<file path="src/design/ptw_pkg.sv">
// Shared types, constants and a helper function of the four-level page table walker.
package ptw_pkg;

  localparam int TableFramesDefault = 16;
  localparam int EntriesPerTable    = 512;
  localparam int IdxW               = 9;

  localparam logic [63:0] Low2MibMask = 64'h0000_0000_001F_FFFF;

  localparam logic [1:0] ST_OK          = 2'd0;
  localparam logic [1:0] ST_NOT_MAPPED  = 2'd1;
  localparam logic [1:0] ST_PRESENT     = 2'd2;
  localparam logic [1:0] ST_FRAME_FAULT = 2'd3;

  localparam logic [1:0] LVL_PML4 = 2'd0;
  localparam logic [1:0] LVL_PDPT = 2'd1;
  localparam logic [1:0] LVL_PD   = 2'd2;
  localparam logic [1:0] LVL_PT   = 2'd3;

  typedef enum logic [2:0] {
    ACT_WRITE  = 3'd0,
    ACT_READ   = 3'd1,
    ACT_LOOKUP = 3'd2,
    ACT_UNMAP  = 3'd3,
    ACT_MAP2M  = 3'd4
  } action_e;

  typedef enum logic [2:0] {
    S_CLEAR,
    S_IDLE,
    S_DECODE,
    S_EVAL,
    S_DONE
  } state_e;

  typedef enum logic [1:0] {
    ADDR_CLEAR,
    ADDR_DIRECT,
    ADDR_WALK,
    ADDR_NEXT
  } addr_sel_e;

  typedef enum logic [1:0] {
    WD_ZERO,
    WD_DIRECT,
    WD_MAP
  } wdata_sel_e;

  typedef struct packed {
    logic [2:0]  action;
    logic [47:0] virt_addr;
    logic [51:0] phys_addr;
    logic [63:0] map_flags;
    logic [3:0]  entry_frame;
    logic [8:0]  entry_index;
    logic [63:0] entry_value;
  } in_item_t;

  typedef struct packed {
    logic [1:0]  status;
    logic [63:0] read_value;
    logic [3:0]  pte_frame;
    logic [8:0]  pte_index;
    logic        flush_tlb;
  } out_item_t;

  typedef struct packed {
    logic       load_item;
    logic       mem_we;
    addr_sel_e  addr_sel;
    wdata_sel_e wdata_sel;
    logic       advance;
    logic       set_status;
    logic [1:0] status;
    logic       capture_rv;
    logic       capture_pte;
    logic       set_flush;
    logic       push_out;
    logic       clr_step;
  } cmd_t;

  typedef struct packed {
    action_e    action;
    logic       ef_fault;
    logic       root_fault;
    logic       present;
    logic       huge;
    logic       next_fault;
    logic [1:0] level;
    logic       clear_last;
    logic       out_free;
  } stat_t;

  function automatic logic [IdxW-1:0] level_index(input logic [47:0] va,
                                                  input logic [1:0]  lvl);
    logic [IdxW-1:0] idx;
    case (lvl)
      LVL_PML4: idx = va[47:39];
      LVL_PDPT: idx = va[38:30];
      LVL_PD:   idx = va[29:21];
      default:  idx = va[20:12];
    endcase
    return idx;
  endfunction

endpackage

</file>
<file path="src/design/ptw_ctrl.sv">
// Controller state machine that sequences clearing, direct accesses and table walks.
module ptw_ctrl (
  input  logic           clk_i,
  input  logic           rst_ni,
  input  logic           in_valid_i,
  output logic           in_ready_o,
  input  ptw_pkg::stat_t stat_i,
  output ptw_pkg::cmd_t  cmd_o
);
  import ptw_pkg::*;

  state_e state_q, state_d;

  always_ff @(posedge clk_i or negedge rst_ni) begin
    if (!rst_ni) begin
      state_q <= S_CLEAR;
    end else begin
      state_q <= state_d;
    end
  end

  always_comb begin
    cmd_o          = '0;
    cmd_o.addr_sel = ADDR_WALK;
    cmd_o.wdata_sel = WD_ZERO;
    state_d        = state_q;
    in_ready_o     = 1'b0;
    case (state_q)
      S_CLEAR: begin
        cmd_o.mem_we   = 1'b1;
        cmd_o.addr_sel = ADDR_CLEAR;
        cmd_o.clr_step = 1'b1;
        if (stat_i.clear_last) begin
          state_d = S_IDLE;
        end
      end
      S_IDLE: begin
        in_ready_o = 1'b1;
        if (in_valid_i) begin
          cmd_o.load_item = 1'b1;
          state_d = S_DECODE;
        end
      end
      S_DECODE: begin
        state_d = S_DONE;
        case (stat_i.action)
          ACT_WRITE: begin
            if (stat_i.ef_fault) begin
              cmd_o.set_status = 1'b1;
              cmd_o.status     = ST_FRAME_FAULT;
            end else begin
              cmd_o.mem_we    = 1'b1;
              cmd_o.addr_sel  = ADDR_DIRECT;
              cmd_o.wdata_sel = WD_DIRECT;
            end
          end
          ACT_READ: begin
            if (stat_i.ef_fault) begin
              cmd_o.set_status = 1'b1;
              cmd_o.status     = ST_FRAME_FAULT;
            end else begin
              cmd_o.addr_sel = ADDR_DIRECT;
              state_d = S_EVAL;
            end
          end
          ACT_LOOKUP, ACT_UNMAP, ACT_MAP2M: begin
            if (stat_i.root_fault) begin
              cmd_o.set_status = 1'b1;
              cmd_o.status     = ST_FRAME_FAULT;
            end else begin
              state_d = S_EVAL;
            end
          end
          default: begin
            state_d = S_DONE;
          end
        endcase
      end
      S_EVAL: begin
        state_d = S_DONE;
        if (stat_i.action == ACT_READ) begin
          cmd_o.capture_rv = 1'b1;
        end else begin
          case (stat_i.level)
            LVL_PML4, LVL_PDPT: begin
              if (!stat_i.present) begin
                cmd_o.set_status = 1'b1;
                cmd_o.status     = ST_NOT_MAPPED;
              end else if (stat_i.next_fault) begin
                cmd_o.set_status = 1'b1;
                cmd_o.status     = ST_FRAME_FAULT;
              end else begin
                cmd_o.advance  = 1'b1;
                cmd_o.addr_sel = ADDR_NEXT;
                state_d = S_EVAL;
              end
            end
            LVL_PD: begin
              if (stat_i.action == ACT_MAP2M) begin
                if (stat_i.present) begin
                  cmd_o.set_status = 1'b1;
                  cmd_o.status     = ST_PRESENT;
                end else begin
                  cmd_o.mem_we    = 1'b1;
                  cmd_o.wdata_sel = WD_MAP;
                end
              end else if (!stat_i.present || stat_i.huge) begin
                cmd_o.set_status = 1'b1;
                cmd_o.status     = ST_NOT_MAPPED;
              end else if (stat_i.next_fault) begin
                cmd_o.set_status = 1'b1;
                cmd_o.status     = ST_FRAME_FAULT;
              end else begin
                cmd_o.advance  = 1'b1;
                cmd_o.addr_sel = ADDR_NEXT;
                state_d = S_EVAL;
              end
            end
            default: begin
              if (stat_i.action == ACT_UNMAP && !stat_i.present) begin
                cmd_o.set_status = 1'b1;
                cmd_o.status     = ST_NOT_MAPPED;
              end else begin
                cmd_o.capture_rv  = 1'b1;
                cmd_o.capture_pte = 1'b1;
                if (stat_i.action == ACT_UNMAP) begin
                  cmd_o.set_flush = 1'b1;
                  cmd_o.mem_we    = 1'b1;
                end
              end
            end
          endcase
        end
      end
      S_DONE: begin
        if (stat_i.out_free) begin
          cmd_o.push_out = 1'b1;
          state_d = S_IDLE;
        end
      end
      default: begin
        state_d = S_IDLE;
      end
    endcase
  end

endmodule

</file>
<file path="config.mk">
export PLATFORM = sky130hd
export DESIGN_NAME = ptw_ctrl
export DESIGN_NICKNAME = d
export VERILOG_FILES = /design/src/design/ptw_pkg.sv /design/src/design/ptw_ctrl.sv
export SDC_FILE = /design/constraint.sdc
export NUM_CORES = 1
export LEC_CHECK = 0
export BUFFER_PORTS_ARGS = -buffer_cell sky130_fd_sc_hd__buf_2
export CAP_MARGIN = 5
export CORE_MARGIN = 2
export CORE_UTILIZATION = 24
export CTS_CLUSTER_SIZE = 25
export DETAILED_ROUTE_END_ITERATION = 8
export PLACE_DENSITY = 0.47
export SYNTH_ARGS = -nofsm -noshare
export SYNTH_HDL_FRONTEND = slang
export SYNTH_SLANG_ARGS = --single-unit
</file>
<file path="constraint.sdc">
create_clock -name clk_i -period 3.6 [get_ports clk_i]
set_input_delay 0.72 -clock clk_i [delete_from_list [all_inputs] [get_ports clk_i]]
set_output_delay 0.72 -clock clk_i [all_outputs]
set_load 0.02 [all_outputs]
</file>
* Yosys cells after proc, flatten, opt, wreduce, memory -nomap -nowiden
Index checks and enable logic that the tools add are counted.
Operators by class: add/sub/neg operators 0, multipliers 0, div/mod/pow operators 0, order comparisons 0, eq/ne operators 13, shift operators 0, muxes and demuxes 62, bitwise operators 0, reductions and logical operators 11
Operator list (count):
- $mux W3 | 21
- $pmux W3 S2 | 5
- $mux W1 | 21
- $pmux W3 S5 | 1
- $eq A3 B2 Y1 const B | 4
- $mux W2 | 6
- $pmux W2 S2 | 3
- $mux W9 | 1
- $pmux W3 S3 | 1
- $eq A3 B1 Y1 const B | 2
- $eq A3 B3 Y1 const B | 2
- $logic_not A3 Y1 | 2
- $ne A2 B2 Y1 const B | 3
- $reduce_or A3 Y1 | 2
- $mux W5 | 1
- $pmux W1 S2 | 2
- $reduce_or A2 Y1 | 2
- $reduce_and A3 Y1 | 1
- $eq A2 B1 Y1 const B | 1
- $eq A2 B2 Y1 const B | 1
- $logic_not A2 Y1 | 1
- $logic_and A1 B1 Y1 | 1
- $logic_not A1 Y1 | 1
- $logic_or A1 B1 Y1 | 1
Word-level totals: bits in registers 3, bits in latches 0, RAM bits 0, ROM bits 0, output and inout bits 16, logic and storage cells 87, memories 0

* Longest topological paths before layout
depth after elaboration 7, gate-level depth with buffers 5, gate-level depth less buffers 4

* Worst setup path after synthesis
No wires, ideal clock.
path kind input-to-output, start point input stat_i[10] (netlist name), end point output cmd_o[13] (netlist name), arrival time 2.013 ns, slack 0.867 ns, stages 5, buffers on the path 1, cells stage by stage buf_6 > or3b_4 > nand3_2 > nor4_2 > or4_1
RTL lines:
- from (decl) | RTL line ptw_ctrl.sv:7 | input ptw_pkg::stat_t stat_i,
- to (decl) | RTL line ptw_ctrl.sv:8 | output ptw_pkg::cmd_t cmd_o

==> metrics.md <==
| Metric | Value |
|---|---|
| Critical Path Source Type | `input port` |
| Fill cell count | `237` |
| Crit Path Max Fanout | `10` |
| Post-CTS Hold Fix Bufs | `0` |
| Largest net degree at the start of global routing | `12` |
| Largest reg by FF count | `state_q` |
| CTS tree | `done` |
| Post-Route Setup TNS | `0 ns` |
| Drt via density | `4.94` |
| Synth Net Count | `87` |
| Slew headroom | `76.2%` |
| Vias in the first global route | `585` |
| Worst-Margin Slew | `0.352 ns` |
| Max Root-Sink Buffers | `2` |
| Proportion of layout cells with a drive suffix above 1 | `36.3%` |
| Dpl cells | `125` |
| Die X | `49.8 um` |
| Routability cong. | `0.736` |
| Total GRT Usage | `13.3%` |
| P&R area growth vs syn | `36.8%` |
| Worst setup EP type | `output pin` |
| Status | `completed` |
| CTS Root Buffer Type | `clkbuf_4` |
| Yosys warns | `0` |
| CP Class | `in -> out` |
| Worst-path clk slew | `0.04 ns` |
| Remaining DRCs | `0` |
| Dominant cells by area after synthesis | `dfrtp_1 15%, a21oi_1 7.0%, nand2_1 5.2%` |
| Total grt overflow | `0` |
| Clk_lat worst skew | `0.23 ns` |
| Max FFs per register | `3` |
| Initial antenna violation count | `0` |
| Synth area leader | `dfrtp_1` |
| Via count | `637` |
| Cell area after synthesis | `503 sq um` |
| H-tree Lvls | `1` |
| Share of flip-flops with an asynchronous set or reset | `100%` |
| Initial core utilization | `25.6%` |
| Die height | `49.8 um` |
| Multiplexer area fraction after synthesis | `1.99%` |
| Core Region | `1960 sq um` |
| ANT nets after route | `0` |
| # setup viols final | `0` |
| Hold crit path type | `in -> async` |
| Top cells by count, synth | `7 x a21oi_1, 7 x nand2_1, 6 x nor2_1` |
| Primary FF master, synth | `dfrtp_1` |
| Post_cts resized | `0` |
| Hold Violations, Final | `0` |
| Adder-Cell Fraction of Synth Area | `0%` |
| Seq/Total Area, Yosys | `14.9%` |
| Unrepaired setup endpoints after global routing | `false` |
| Clock skew | `0.00273 ns` |
| Wire per inst | `11.7 um` |
| Number of diodes | `0` |
| Largest registers | `state_q: 3 flops` |
| Final Critical Period | `2.83 ns` |
| Initial DRC Count | `11` |
| Leakage | `0.345 nW` |
| Final period utilization | `78.7%` |
| # Post-CTS Setup Buffers | `0` |
| Die area | `2480 sq um` |
| Synth unique cells | `35` |
| Post-synth EDFFs | `0` |
| Combinational family with the most area after synthesis | `simple AND/OR/NAND/NOR gates` |
| Fmax | `353 MHz` |
| WP data required | `2.88 ns` |
| TritonCTS Buffers | `3` |
| Synth top area share | `14.9%` |
| Power density cells | `585 nW/um^2` |
| First-pass GRT wire length | `2.56 mm` |
| Worst Path Arrival | `2.11 ns` |
| Final std cells w/o fill | `129` |
| Final WL | `1.50 mm` |
| Nets | `118` |
| Compound-Gate Fraction of Synth Area | `21.6%` |
| Post-DP HPWL | `1.22 mm` |
| Synthesized flop and latch total | `3` |
| Post-synthesis cell count | `72` |
| Maximum vdd drop | `195 uV` |
| Ports | `31` |
| First-pass iteration count of the detailed router | `4` |
| Clock sinks | `3` |
| FP Rows | `16` |
| Synthesized area per cell | `6.99 sq um` |
| PortBufs | `30` |
| Synth Area in XOR/XNOR | `0%` |
| Fin. max-slew vios | `0` |
| Simple-Gate Fraction of Synth Area | `54.2%` |
| MaxCap Viol Count | `0` |
## cells in the final DEF (no fill, tap or decap)
master     instances
or3b_2             1
nand2b_1           2
o22a_1             1
or3b_4             1
mux2i_1            1
nand3_1            4
nor3b_1            2
inv_1              3
o211ai_1           2
o21ai_0            2
nor2b_1            3
nand3_2            1
nand3b_1           2
or4_1              1
nand2_1            7
nor3_1             3
clkbuf_4           3
and4b_1            1
and2_1             1
o21a_1             1
nand4bb_1          1
and3_1             2
dfrtp_1            3
nor4_2             1
o21ai_1            2
a31oi_1            1
nor2_1             6
or3b_1             1
o311ai_1           1
or4b_1             2
clkbuf_1           1
o31ai_1            1
a21oi_1            7
and3b_1            1
buf_2             30
## critical path, stage by stage
cell and delay [ns]:
buf_2 0.15, or3b_4 0.43, nand3_2 0.11, nor4_2 0.06
or4_1 0.47, buf_2 0.17
## power breakdown
group | switching [mW] | internal [mW]
Combinational | 0.158 | 0.0985
Sequential | 0.0360 | 0.0506
Clock | 0.0184 | 0.0416
Total | 0.212 | 0.191
## per-layer routing
layer | GRT usage, % | vias to the layer above | wire length [um]
li1 | - | 327 | -
met1 | 18.7 | 281 | 746
met2 | 19.3 | 29 | 646
met3 | 4.85 | 0 | 110
met4 | 2.78 | 0 | 0
met5 | 0 | - | 0
## worst paths after layout
path                            slack (ns)    endpoint  cells past startpoint        from
min in group clk_i                    0.72  state_q[0]                      2  state_q[2]
max in group asynchronous             3.22  state_q[2]                      1      rst_ni
worst min-delay path                  0.27  state_q[1]                      1      rst_ni
worst max register to register        2.29  state_q[0]                      4  state_q[1]
worst min register to register        0.72  state_q[0]                      2  state_q[2]
worst max-delay path                  0.77   cmd_o[13]                      6  stat_i[10]
## logic make-up after synthesis
family          after synthesis
simple gates                 43
compound gates               18
buf+inv                       7
flops                         3
mux                           1
## stage by stage
stage               setup WS [ns]  utilization, %  total power, mW  hold WS (ns)  area (sq um)
finish                      0.766            35.1            0.403         0.271           688
global route                0.715            35.1            0.446         0.256           688
CTS                         0.754            35.1            0.409         0.265           688
detailed placement          0.753            33.7            0.344         0.518           662
global placement            0.786            33.7            0.347         0.516           662
floorplan                   0.867               -            0.266         0.424           503
## layout make-up
class	instances	area (sq um)	share of cell area [%]
multi-input combinational	62	392	56.9
sequential	3	75.1	10.9
inverter	3	11.3	1.64
clock buffer	4	26.3	3.82
timing repair buffer	30	150	21.8
tap	27	33.8	4.91
Power figures use the tool's default switching activity.
